`src/rtl/bptc_pkg.sv`:
```
// Shared types, constants and helper functions of the barometric compensation block.
package bptc_pkg;

  // Depth of the queue between the front and back parts.
  localparam int QDEPTH = 4;

  // Configuration register indexes.
  localparam logic [2:0] REG_AC1_AC2 = 3'd0;
  localparam logic [2:0] REG_AC3_AC4 = 3'd1;
  localparam logic [2:0] REG_AC5_AC6 = 3'd2;
  localparam logic [2:0] REG_B1_B2   = 3'd3;
  localparam logic [2:0] REG_MC_MD   = 3'd4;
  localparam logic [2:0] REG_OSS     = 3'd5;

  // Compensation constants.
  localparam logic [31:0] T_OFFSET   = 32'd4000;
  localparam logic [31:0] P_LIN      = 32'd3038;
  localparam logic [31:0] P_QUAD     = 32'd7357;
  localparam logic [31:0] P_OFFSET   = 32'd3791;
  localparam logic [31:0] P_SCALE    = 32'd50000;
  localparam logic [31:0] B4_OFFSET  = 32'd32768;
  localparam logic [31:0] RECIP_TEN  = 32'hCCCC_CCCD;

  // Calibration coefficients as raw 16-bit words plus the oversampling setting.
  typedef struct packed {
    logic [15:0] ac1;
    logic [15:0] ac2;
    logic [15:0] ac3;
    logic [15:0] ac4;
    logic [15:0] ac5;
    logic [15:0] ac6;
    logic [15:0] b1;
    logic [15:0] b2;
    logic [15:0] mc;
    logic [15:0] md;
    logic [1:0]  oss;
  } cal_t;

  // Item handed from the front part to the back part.
  typedef struct packed {
    logic [31:0] x1;
    logic [18:0] up;
  } fr_item_t;

  // Working set carried down the back pipeline.
  typedef struct packed {
    logic [31:0] x1;
    logic [18:0] up;
    logic        err;
    logic        neg;
    logic        dbl;
    logic [31:0] n;
    logic [31:0] d;
    logic [31:0] b5;
    logic [31:0] b6;
    logic        tneg;
    logic [31:0] tmag;
    logic [15:0] temp;
    logic [31:0] m_sq;
    logic [31:0] m_a;
    logic [31:0] m_b;
    logic [31:0] sq;
    logic [31:0] xa;
    logic [31:0] xb;
    logic [31:0] m_c;
    logic [31:0] m_d;
    logic [31:0] b3n;
    logic [31:0] x3b;
    logic [31:0] b3;
    logic [31:0] b4;
    logic [31:0] p;
    logic [31:0] m1;
    logic [31:0] m2;
    logic [31:0] y1;
    logic [31:0] y2;
  } work_t;

  // Arithmetic shift right of a 32-bit pattern.
  function automatic logic [31:0] asr(input logic [31:0] x, input logic [4:0] sh);
    return 32'($signed(x) >>> sh);
  endfunction

  // Sign extension of a 16-bit coefficient.
  function automatic logic [31:0] sx16(input logic [15:0] v);
    return {{16{v[15]}}, v};
  endfunction

endpackage

```
`src/rtl/bptc_front.sv`:
```
// Front part: takes input items and computes the first temperature term.
module bptc_front (
  input  logic               clk,
  input  logic               rst_n,
  input  bptc_pkg::cal_t     cal,
  input  logic               in_valid,
  output logic               in_ready,
  input  logic [15:0]        raw_temp,
  input  logic [18:0]        raw_press,
  input  logic               q_full,
  output logic               push,
  output bptc_pkg::fr_item_t item
);

  logic               v_r;
  bptc_pkg::fr_item_t item_r, item_nxt;
  logic [31:0]        diff;

  assign in_ready = !v_r || !q_full;
  assign push     = v_r && !q_full;
  assign item     = item_r;

  // X1 = ((UT - AC6) * AC5) >> 15.
  always_comb begin
    diff        = {16'd0, raw_temp} - {16'd0, cal.ac6};
    item_nxt.x1 = bptc_pkg::asr(32'(diff * {16'd0, cal.ac5}), 5'd15);
    item_nxt.up = raw_press;
  end

  always_ff @(posedge clk) begin
    if (!rst_n) begin
      v_r <= 1'b0;
    end else if (in_ready) begin
      v_r <= in_valid;
    end
  end

  always_ff @(posedge clk) begin
    if (in_ready) begin
      item_r <= item_nxt;
    end
  end

endmodule

```
`config.mk`:
```
export PLATFORM = sky130hd
export DESIGN_NAME = bptc_front
export DESIGN_NICKNAME = d
export VERILOG_FILES = /design/src/rtl/bptc_pkg.sv /design/src/rtl/bptc_front.sv
export SDC_FILE = /design/constraint.sdc
export NUM_CORES = 1
export LEC_CHECK = 0
export ABC_AREA = 0
export BUFFER_PORTS_ARGS = -buffer_cell sky130_fd_sc_hd__buf_2
export CAP_MARGIN = 20
export CORE_MARGIN = 2
export CORE_UTILIZATION = 55
export CTS_CLUSTER_DIAMETER = 150
export DETAILED_ROUTE_END_ITERATION = 12
export PLACE_DENSITY = 0.81
export SLEW_MARGIN = 40
export SYNTH_ARGS = -nofsm -noshare
export SYNTH_HDL_FRONTEND = slang
export SYNTH_SLANG_ARGS = --single-unit
```
`constraint.sdc`:
```
create_clock -name clk -period 10.21 [get_ports clk]
set_clock_uncertainty 0.1 [all_clocks]
set_input_delay 1.021 -clock clk [delete_from_list [all_inputs] [get_ports clk]]
set_output_delay 1.021 -clock clk [all_outputs]
set_load 0.05 [all_outputs]
```
Yosys cells after proc, flatten, opt, wreduce, memory -nomap -nowiden
Cells that the tools add are included.
- multipliers: 1
- reductions and logical operators: 4
- $add $sub $neg: 1
- operator list (operator ; number):
    17-bit by 17-bit multiplier with 32-bit output ; 1
    16-bit by 16-bit subtractor with 17-bit output ; 1
    1-bit logical NOT ; 2
    1-bit logical AND ; 1
    1-bit logical OR ; 1
- input bits: 201
- flip-flop bits (word level): 37
- logic and storage cells: 9

Longest topological paths before layout
- depth after elaboration: 2
- depth in mapped cells: 34
- depth with buffers taken out: 33

Worst setup path after synthesis
Ideal clock, no wire load.
- path type: input to register
- from: input port raw_temp[0]
- to: register, netlist name item[35]
- buffers on the path: 1
- data arrival time: 8.322 ns
- setup slack: 1.527 ns
- cell stages on the path: 32
- required time: 9.850 ns
- library setup time: 0.260 ns
- cells stage by stage: inv_1 > ha_1 > fa_1 > nor2b_1 > o21ai_0 > a21bo_2 > a21oi_1 > o21ai_1 > o21bai_1 > a211oi_1 > nor2_1 > clkbuf_1 > nand2_1 > fa_1 > fa_1 > inv_1 > fa_1 > inv_1 > fa_1 > fa_1 > fa_1 > inv_1 > ha_1 > a2111oi_4 > o21ai_2 > a2111oi_4 > a21oi_2 > nor3_2 > o221ai_2 > a221o_2 > o31ai_4 > xnor2_1
- RTL lines (item ; RTL line ; text):
    start, declared ; bptc_front.sv:8 ; input logic [15:0] raw_temp,

==> metrics <==
Rows 53; share of cells above drive strength 1 12.6%; final WL 25500 um; area leader, netlist fa_1; Final nets 1887; crit path launch type primary input; Area growth, synth to finish 9.07%; Routed Antenna Nets 0; element type at the critical path end register; Req. time, crit path 10.13 ns; post-route design area 12800 um^2; CP max stage delay 0.56 ns; Die Ht 150 um; RSZ-0062 raised after global routing no; FFs w/ async S/R, synth 0%; Worst Hold Class reg -> reg; CP Max Fanout 16; final period utilization 92.3%; sequential cell area 1100 um^2; fin. max-slew vios 0; Mapped Area 11800 um^2; CP bufs+invs 7; CTS clk-pin slew, worst paths 0.05 ns; number of max-cap violations 0; Fillers 1729; DRT iter0 DRCs 464; top post-synthesis cells by area fa_1, ha_1, inv_1, edfxtp_1, and2_1; Top delay family on crit path adder cells; Die W 150 um; grt ovf 0; post-synthesis compound-gate area fraction 4.93%; slack of the worst reg-to-reg path 8.90 ns; Vias/cell 5.22; H-tree levels 2; Placer Congestion 0.857; achievable frequency 106 MHz; multiplexer share of the synthesized area 0%; WL/cell 15.9 um; Least-Margin Pin Slew 0.651 ns; number of global-route vias before repair 9219; Final Hold Viols 0; adder-cell share of the synthesized area 55.0%; Slew HR 56.5%; root buffer cell clkbuf_16; share of the synthesized area in the top cell type 44.5%; synthesized net count 1796; All-Layer GR Usage 24.4%; first-pass GRT wire length 42900 um; drt first pass iters 5; Synthesis Warnings 0; total core area 21000 um^2; initial core utilization 55.9%; cells after synthesis 1238; Seq cells post-synth 37; largest net degree at the start of global routing 37; total stage count of the critical path 32; Final HPWL DP 21000 um; final worst slack 0.783 ns; number of setup violations in the final report 0; routed via count 8381; DRC violations left 0; # Post-CTS Setup Buffers 0; Multi-input gate area 9280 um^2; CP Class in -> reg; PostCTS Resize Cnt 0; hold depth 2; min cycle time layout 9.43 ns; antenna fix cells 0; Sum Neg Setup Slack 0 ns; Die Area 22500 um^2; dpl ws 0.588 ns; status finished clean; I/O Buffers 123; clock buffer depth 2; Post-synth EDFFs 36; Most common cell on crit path fa_1; sequential area share after synthesis 9.37%; CP Data Arrival Time 9.34 ns; Simple-Gate Fraction of Synth Area 14.7%; R2R depth 2; CTS tree built; Post-Synth XOR/XNOR Area 3.50%; slowest CP cell fa_1; clock sink count 37; Ports 254; ys flop type edfxtp_1; area post-placement 12600 um^2; syn_area_per_cell 9.49 um^2; latest clock arrival within the worst-skew pair 0.27 ns; Synth cell types 53; initial antenna violation count 0; cts hold-fix bufs 0; CTS Buf Count 5; combinational family with the most area after synthesis adder cells
-- sequential cells by signal, summed over array words and instances, names as in the netlist --
register and count:
v_r 1, item 36
-- synth_stat cells (2+ instances only) --
library cell    n
inv_1         320
fa_1          261
nand2_1       151
and2_1        110
ha_1           96
clkbuf_1       37
edfxtp_1       36
xnor2_1        34
nor2b_1        26
a21oi_1        25
buf_4          15
nand2b_1       14
nor2_1         14
xor2_1         13
o21ai_0        12
o21a_1          7
a211oi_1        6
a21o_1          5
nand3_1         5
nor3_1          5
maj3_1          4
and3_1          3
nand4_1         3
a2111oi_0       2
a2111oi_4       2
a211o_1         2
a21bo_2         2
and4_1          2
o21ai_1         2
-- worst register-to-register path, cell delays in order (launching register included) --
cell,delay (ns)
dfxtp_1,0.32
nand2_2,0.10
buf_4,0.43
-- logic make-up after synthesis --
logic type,after synthesis
buf+inv,374
fa+ha+maj,361
simple gates,342
compound gates,77
xor+xnor,47
flops,37
-- through the flow --
step	std cells	util [%]	hold WS (ns)
after floorplan	1238	-	0.387
after global routing	1605	61.0	0.471
after CTS	1605	60.7	0.441
final	1605	61.0	0.439
after global placement	1597	59.9	0.419
after detailed placement	1597	59.9	0.434
-- cell usage in the layout (no fill, tap or decap), types with 6 or more instances in the layout --
master	netlist	final
inv_1	320	320
fa_1	261	260
nor2_1	14	14
edfxtp_1	36	36
o21a_1	7	7
nor2b_1	26	26
and2_1	110	110
a21oi_1	25	25
buf_4	15	15
nand2_1	151	150
xor2_1	13	13
xnor2_1	34	29
ha_1	96	96
o21ai_0	12	12
buf_2	1	123
a211oi_1	6	6
nand2b_1	14	14
-- worst paths after layout --
path                               from  endpoint
worst max register to register      v_r  item[22]
worst min-delay path                v_r       v_r
worst max-delay path            cal[67]  item[35]
worst min register to register      v_r       v_r
-- metal layers --
layer	track usage, %	vias to the layer above	wire [um]
met4	8.07	0	814
met2	42.9	280	13000
met5	0	-	0
met1	30.8	4238	10100
met3	4.03	48	1600
li1	-	3815	-
-- cell type report --
cell class | instances | share of cell area, %
multi-input cells | 827 | 72.4
well taps | 275 | 2.68
clock buffers | 5 | 0.976
flip-flops and latches | 37 | 8.59
repair buffers | 138 | 5.68
clock inverters | 3 | 0.322
inverters | 320 | 9.37
Power is not shown: default switching activity piles up to over one toggle a cycle in this logic, so the estimate is an artifact.
