$ cat src/rtl/bptc_pkg.sv
// Shared types, constants and helper functions of the barometric compensation block.
package bptc_pkg;

  // Depth of the queue between the front and back parts.
  localparam int QDEPTH = 4;

  // Configuration register indexes.
  localparam logic [2:0] REG_AC1_AC2 = 3'd0;
  localparam logic [2:0] REG_AC3_AC4 = 3'd1;
  localparam logic [2:0] REG_AC5_AC6 = 3'd2;
  localparam logic [2:0] REG_B1_B2   = 3'd3;
  localparam logic [2:0] REG_MC_MD   = 3'd4;
  localparam logic [2:0] REG_OSS     = 3'd5;

  // Compensation constants.
  localparam logic [31:0] T_OFFSET   = 32'd4000;
  localparam logic [31:0] P_LIN      = 32'd3038;
  localparam logic [31:0] P_QUAD     = 32'd7357;
  localparam logic [31:0] P_OFFSET   = 32'd3791;
  localparam logic [31:0] P_SCALE    = 32'd50000;
  localparam logic [31:0] B4_OFFSET  = 32'd32768;
  localparam logic [31:0] RECIP_TEN  = 32'hCCCC_CCCD;

  // Calibration coefficients as raw 16-bit words plus the oversampling setting.
  typedef struct packed {
    logic [15:0] ac1;
    logic [15:0] ac2;
    logic [15:0] ac3;
    logic [15:0] ac4;
    logic [15:0] ac5;
    logic [15:0] ac6;
    logic [15:0] b1;
    logic [15:0] b2;
    logic [15:0] mc;
    logic [15:0] md;
    logic [1:0]  oss;
  } cal_t;

  // Item handed from the front part to the back part.
  typedef struct packed {
    logic [31:0] x1;
    logic [18:0] up;
  } fr_item_t;

  // Working set carried down the back pipeline.
  typedef struct packed {
    logic [31:0] x1;
    logic [18:0] up;
    logic        err;
    logic        neg;
    logic        dbl;
    logic [31:0] n;
    logic [31:0] d;
    logic [31:0] b5;
    logic [31:0] b6;
    logic        tneg;
    logic [31:0] tmag;
    logic [15:0] temp;
    logic [31:0] m_sq;
    logic [31:0] m_a;
    logic [31:0] m_b;
    logic [31:0] sq;
    logic [31:0] xa;
    logic [31:0] xb;
    logic [31:0] m_c;
    logic [31:0] m_d;
    logic [31:0] b3n;
    logic [31:0] x3b;
    logic [31:0] b3;
    logic [31:0] b4;
    logic [31:0] p;
    logic [31:0] m1;
    logic [31:0] m2;
    logic [31:0] y1;
    logic [31:0] y2;
  } work_t;

  // Arithmetic shift right of a 32-bit pattern.
  function automatic logic [31:0] asr(input logic [31:0] x, input logic [4:0] sh);
    return 32'($signed(x) >>> sh);
  endfunction

  // Sign extension of a 16-bit coefficient.
  function automatic logic [31:0] sx16(input logic [15:0] v);
    return {{16{v[15]}}, v};
  endfunction

endpackage

$ cat src/rtl/bptc_fifo.sv
// Short queue that decouples the front part from the back part.
module bptc_fifo #(
  parameter int DEPTH = bptc_pkg::QDEPTH,
  parameter int W     = $bits(bptc_pkg::fr_item_t)
) (
  input  logic         clk,
  input  logic         rst_n,
  input  logic         push,
  input  logic [W-1:0] wr_data,
  input  logic         pop,
  output logic [W-1:0] rd_data,
  output logic         full,
  output logic         empty
);

  localparam int PW = $clog2(DEPTH);
  localparam int CW = $clog2(DEPTH + 1);

  logic [W-1:0]  mem_r [DEPTH];
  logic [PW-1:0] wr_ptr_r, wr_ptr_nxt;
  logic [PW-1:0] rd_ptr_r, rd_ptr_nxt;
  logic [CW-1:0] cnt_r, cnt_nxt;

  assign full    = (cnt_r == CW'(DEPTH));
  assign empty   = (cnt_r == '0);
  assign rd_data = mem_r[rd_ptr_r];

  // Pointer and fill count update.
  always_comb begin
    wr_ptr_nxt = push ? wr_ptr_r + PW'(1) : wr_ptr_r;
    rd_ptr_nxt = pop ? rd_ptr_r + PW'(1) : rd_ptr_r;
    cnt_nxt    = cnt_r + CW'(push) - CW'(pop);
  end

  always_ff @(posedge clk) begin
    if (!rst_n) begin
      wr_ptr_r <= '0;
      rd_ptr_r <= '0;
      cnt_r    <= '0;
    end else begin
      wr_ptr_r <= wr_ptr_nxt;
      rd_ptr_r <= rd_ptr_nxt;
      cnt_r    <= cnt_nxt;
    end
  end

  // Storage write.
  always_ff @(posedge clk) begin
    if (push) begin
      mem_r[wr_ptr_r] <= wr_data;
    end
  end

`ifndef SYNTHESIS
  a_cnt_bound: assert property (@(posedge clk) disable iff (!rst_n)
    cnt_r <= CW'(DEPTH)) else $error("queue fill count beyond depth");
  a_cnt_push: assert property (@(posedge clk) disable iff (!rst_n)
    push && !pop |=> cnt_r == $past(cnt_r) + CW'(1)) else $error("queue count lost a push");
`endif

endmodule

$ cat config.mk
export PLATFORM = sky130hd
export DESIGN_NAME = bptc_fifo
export DESIGN_NICKNAME = d
export VERILOG_FILES = /design/src/rtl/bptc_pkg.sv /design/src/rtl/bptc_fifo.sv
export SDC_FILE = /design/constraint.sdc
export NUM_CORES = 1
export LEC_CHECK = 0
export BUFFER_PORTS_ARGS = -buffer_cell sky130_fd_sc_hd__buf_4
export CAP_MARGIN = 20
export CORE_MARGIN = 2
export CORE_UTILIZATION = 51
export CTS_CLUSTER_SIZE = 8
export DETAILED_ROUTE_END_ITERATION = 7
export PLACE_DENSITY = 0.8
export SYNTH_ARGS = -nofsm -noshare
export SYNTH_HDL_FRONTEND = slang
export SYNTH_SLANG_ARGS = --single-unit
$ cat constraint.sdc
create_clock -name clk -period 2.2 [get_ports clk]
set_clock_uncertainty 0.2 [all_clocks]
set_input_delay 0.11 -clock clk [delete_from_list [all_inputs] [get_ports clk]]
set_output_delay 0.11 -clock clk [all_outputs]
set_load 0.03 [all_outputs]
Yosys cells after proc, flatten, opt, wreduce, memory -nomap -nowiden
Memory sizes are Yosys's and may differ from the RTL's. A register that Yosys moved wholly into a read port is not among the register bits.
Cells that the tools add are included.
{"block": "word_totals", "mem_count": 1, "out_inout_bits": 53, "wordCells": 14, "ramBits": 204, "reg_bits": 7}
{"memory": "mem_r", "words": 4, "word_bits": 51, "rd": 1, "rd_ports_with_merged_regs": 1, "wr": 1, "line": "bptc_fifo.sv:19", "rtl": "logic [W-1:0] mem_r [DEPTH];"}
{"block": "op_classes", "mux": 4, "add_sub_neg": 4, "n_eq_ne": 1, "reduce_logical": 1}
{"op": "adder 2 x 1 -> 2 bit (second input constant)", "n": 2}
{"op": "2-to-1 mux 2 bit", "n": 2}
{"op": "adder 3 x 1 -> 3 bit", "n": 1}
{"op": "== test 3 bit (second input constant)", "n": 1}
{"op": "logical NOT 3 bit", "n": 1}
{"op": "subtractor 3 x 1 -> 3 bit", "n": 1}
{"op": "2-to-1 mux 1 bit", "n": 2}

Logic depth before layout (Yosys ltp)
{"block": "logic_depth", "word_depth": 3, "depth_mapped": 7}

Worst setup path before layout
OpenSTA, ideal clock, no wires.
{"block": "synth_path", "kind": "flip-flop to flip-flop", "start": "reg wr_ptr_r[0]", "end": "mem mem_r[2][0] (netlist bit), enable pin", "setup_slack_ns": -0.171, "t_arrival_ns": 1.757, "setup_ns": 0.414, "t_required_ns": 1.586, "stages_incl_launch_ff": 4, "period_less_slack_ns": 2.371, "path_cell_list": "dfxtp_1 > inv_1 > ha_1 > and2_1"}
{"element": "start: declaration", "line": "bptc_fifo.sv:20", "rtl": "logic [PW-1:0] wr_ptr_r, wr_ptr_nxt;"}
{"element": "start signal: assignment", "line": "bptc_fifo.sv:41", "rtl": "wr_ptr_r <= wr_ptr_nxt;"}
{"element": "end: declaration", "line": "bptc_fifo.sv:19"}
No word-level cell before the write port.

==> impl_metrics.json <==
{
  "tightest_slew_ns": 0.4750,
  "period_needed_ns": 2.198,
  "grt_pass1_wl_um": 22070,
  "seq_area_frac_synth": 0.8022,
  "hold_path_end": "mem_r[0][35]",
  "endpoint_kind": "output pin",
  "r2r_cells": 7,
  "grt_pass1_vias": 4268,
  "start_util": 0.5190,
  "post-route-drc-count": 0,
  "synth.top_cell.area_share": 0.7792,
  "drtIter0Drc": 215,
  "area_growth_syn_to_layout_pct": 35.56,
  "final_cell_area_um2": 10660,
  "power_leakage_nw": 3.743,
  "rsz0062_at_grt": "yes",
  "viasPerCell": 5.396,
  "grt_max_degree": 31,
  "cts_max_path_buffers": 3,
  "r2r_start": "cnt_r[0]",
  "ir_drop_v": 0.0008045,
  "placed_area_um2": 8922,
  "ys_warn_count": 0,
  "syn-num-nets": 372,
  "synth_seq_cells": 213,
  "holdCritStartpoint": "wr_data[35]",
  "core_region_area_um2": 15150,
  "vias": 3853,
  "setup-violations-final": 0,
  "slew-limit-headroom": 0.6833,
  "r2r-end": "cnt_r[2]",
  "clk_pin_slew_ns": 0.05,
  "final_cells": 714,
  "place_inst": 605,
  "start_kind": "flip-flop",
  "cp_slowest_cell": "mux4_2",
  "whs_path_depth": 2,
  "dr.pass1.iters": 4,
  "grt_use_total": 0.1766,
  "cp_max_fo": 6,
  "ant_nets": 0,
  "die_area_um2": 16420,
  "syn_avg_cell_area_um2": 25.36,
  "chipWidth_um": 128.2,
  "required_ns": 1.89,
  "crit_type": "flip-flop to output pin",
  "drive_gt1_frac": 0.4183,
  "slew_violations": 0,
  "nets": 576,
  "cts.sinks": 213,
  "num_antenna_cells": 0,
  "ios": 108,
  "clock_latency_ns": 0.51,
  "power_mw": 10.26,
  "pwr_density_cell_nw_per_um2": 962.4,
  "synth.area.top_cells": "edfxtp_1 78%, mux4_2 14%, dfxtp_1 2.3%",
  "placement.io_buffers": 107,
  "path_cells": "buf_8, clkbuf_16, mux4_2, buf_6",
  "grt_antenna_before_repair": 0,
  "wl_um": 14940,
  "yosys.area.top_type": "edfxtp_1",
  "tritoncts": "yes",
  "slowest_delay_ns": 0.53,
  "worst-endpoint-arrival_ns": 1.89,
  "die_height_um": 128.2,
  "hp-class": "input port to flip-flop",
  "dp_hpwl_um": 7931,
  "tns_ns": 0,
  "num_rows": 45,
  "wl_per_cell_um": 20.92,
  "gp_congestion": 0.6492,
  "root_buffer": "clkbuf_16",
  "hold_violations": 0,
  "cts_buffers": 30,
  "post-route-period-util": 0.9990,
  "drv_cap": 0,
  "syn_inst": 310,
  "status": "finished clean",
  "yosys.cell_types.count": 21,
  "maxClockFrequency_mhz": 455.0,
  "r2r_slack_ns": 0.23,
  "netlist_area_um2": 7861,
  "h-tree-depth": 1,
  "grt.overflow.total": 0
}
-- state kept, by name, indices dropped and copies added (netlist names), named ones only --
name / flops
cnt_r: 3
mem_r: 204
rd_ptr_r: 2
wr_ptr_r: 2
-- final cells by class --
| type | instances | area (µm²) |
|---|---|---|
| flip-flops and latches | 213 | 6311 |
| repair buffers | 184 | 1868 |
| fillers | 861 | 4489 |
| well taps | 188 | 235.2 |
| inverters | 7 | 26.28 |
| clock buffers | 43 | 820.8 |
| multi-input cells | 78 | 1390 |
| clock inverters | 1 | 5.005 |
-- timing repair --
| action | in CTS | in global routing |
|---|---|---|
| hold buffers | 54 | 0 |
| setup buffers | 2 | 3 |
| endpoints found under the hold margin | 213 | 0 |
| endpoints found under the setup margin | 46 | 38 |
| cloned | 1 | 5 |
| pin swaps | 0 | 0 |
| gates resized for setup | 25 | 29 |
-- synthesized netlist by cell type --
library cell / n
a21bo_2: 1
a21oi_1: 1
and2_1: 6
and3_1: 1
buf_1: 1
buf_12: 5
buf_2: 5
buf_6: 1
dfxtp_1: 9
edfxtp_1: 204
fa_1: 1
ha_1: 6
inv_1: 7
mux2i_1: 1
mux4_1: 1
mux4_2: 50
nand3b_1: 1
nor2_1: 5
nor3_1: 1
xnor2_1: 2
xor3_1: 1
-- metal layers --
metal | GRT usage | part of all wire | routed length, µm
met3 | 0.04048 | 0.054 | 813
met5 | 0 | 0 | 0
met2 | 0.3149 | 0.52 | 7841
met4 | 0.04783 | 0.014 | 213
met1 | 0.2192 | 0.41 | 6071
-- where the power goes --
| group | switching (mW) | total, mW | internal [mW] | leakage (nW) |
|---|---|---|---|---|
| logic | 0.774 | 1.53 | 0.754 | 1.39 |
| clock network | 1.48 | 4.00 | 2.52 | 0.400 |
| registers | 0.0568 | 4.73 | 4.67 | 1.95 |
-- placed cells by master, fill, tap and decap left out --
master           n
nor2_1           5
xor3_1           1
buf_16           1
xnor2_1          2
dfxtp_4          1
nand3b_1         1
buf_12           5
clkbuf_1        12
mux2i_1          1
clkinv_2         1
buf_4           70
a21oi_1          1
fa_1             1
and3_1           1
a21bo_2          1
and2_2           4
dfxtp_2          1
buf_8            3
inv_1            7
nor3_1           1
dlygate4sd3_1   54
dfxtp_1          7
clkbuf_16       35
mux4_2          51
and2_1           2
buf_6           47
edfxtp_1       204
ha_1             6
-- how the worst max path moves through the flow --
stage / startpoint / end / depth (start not counted)
2_1_floorplan: cnt_r[0] / cnt_r[2] / 7
3_3_place_gp: cnt_r[0] / cnt_r[2] / 7
3_5_place_dp: cnt_r[0] / cnt_r[2] / 7
4_1_cts: flip-flop / rd_data[17] / 3
5_1_grt: flip-flop / rd_data[44] / 4
6_report: flip-flop / rd_data[44] / 4
-- worst max-delay path: cells and delay by family, from the launching register on --
| kind | cells | cell delay, ns |
|---|---|---|
| mux | 1 | 0.53 |
| buf+inv | 3 | 0.46 |
| flops | 1 | 0.37 |
-- logic make-up after synthesis --
kind of cell / Yosys count / synth area share
xor+xnor: 3 / 0.005252
mux: 52 / 0.1479
buf+inv: 19 / 0.02117
compound gates: 2 / 0.001909
fa+ha+maj: 7 / 0.01210
simple gates: 14 / 0.009551
flops: 213 / 0.8022
-- stage by stage --
stage / hold slack, ns / worst slack [ns] / util
after floorplan: 0.008869 / 0.3289 / -
after global placement: 0.1079 / 0.2967 / 0.5891
after detailed placement: 0.1136 / 0.2316 / 0.5891
after CTS: 0.1120 / -0.05731 / 0.6876
after global routing: 0.1212 / -0.05375 / 0.7036
final: 0.1358 / 0.002124 / 0.7036
Note: power is estimated with default switching activity, not from simulation.
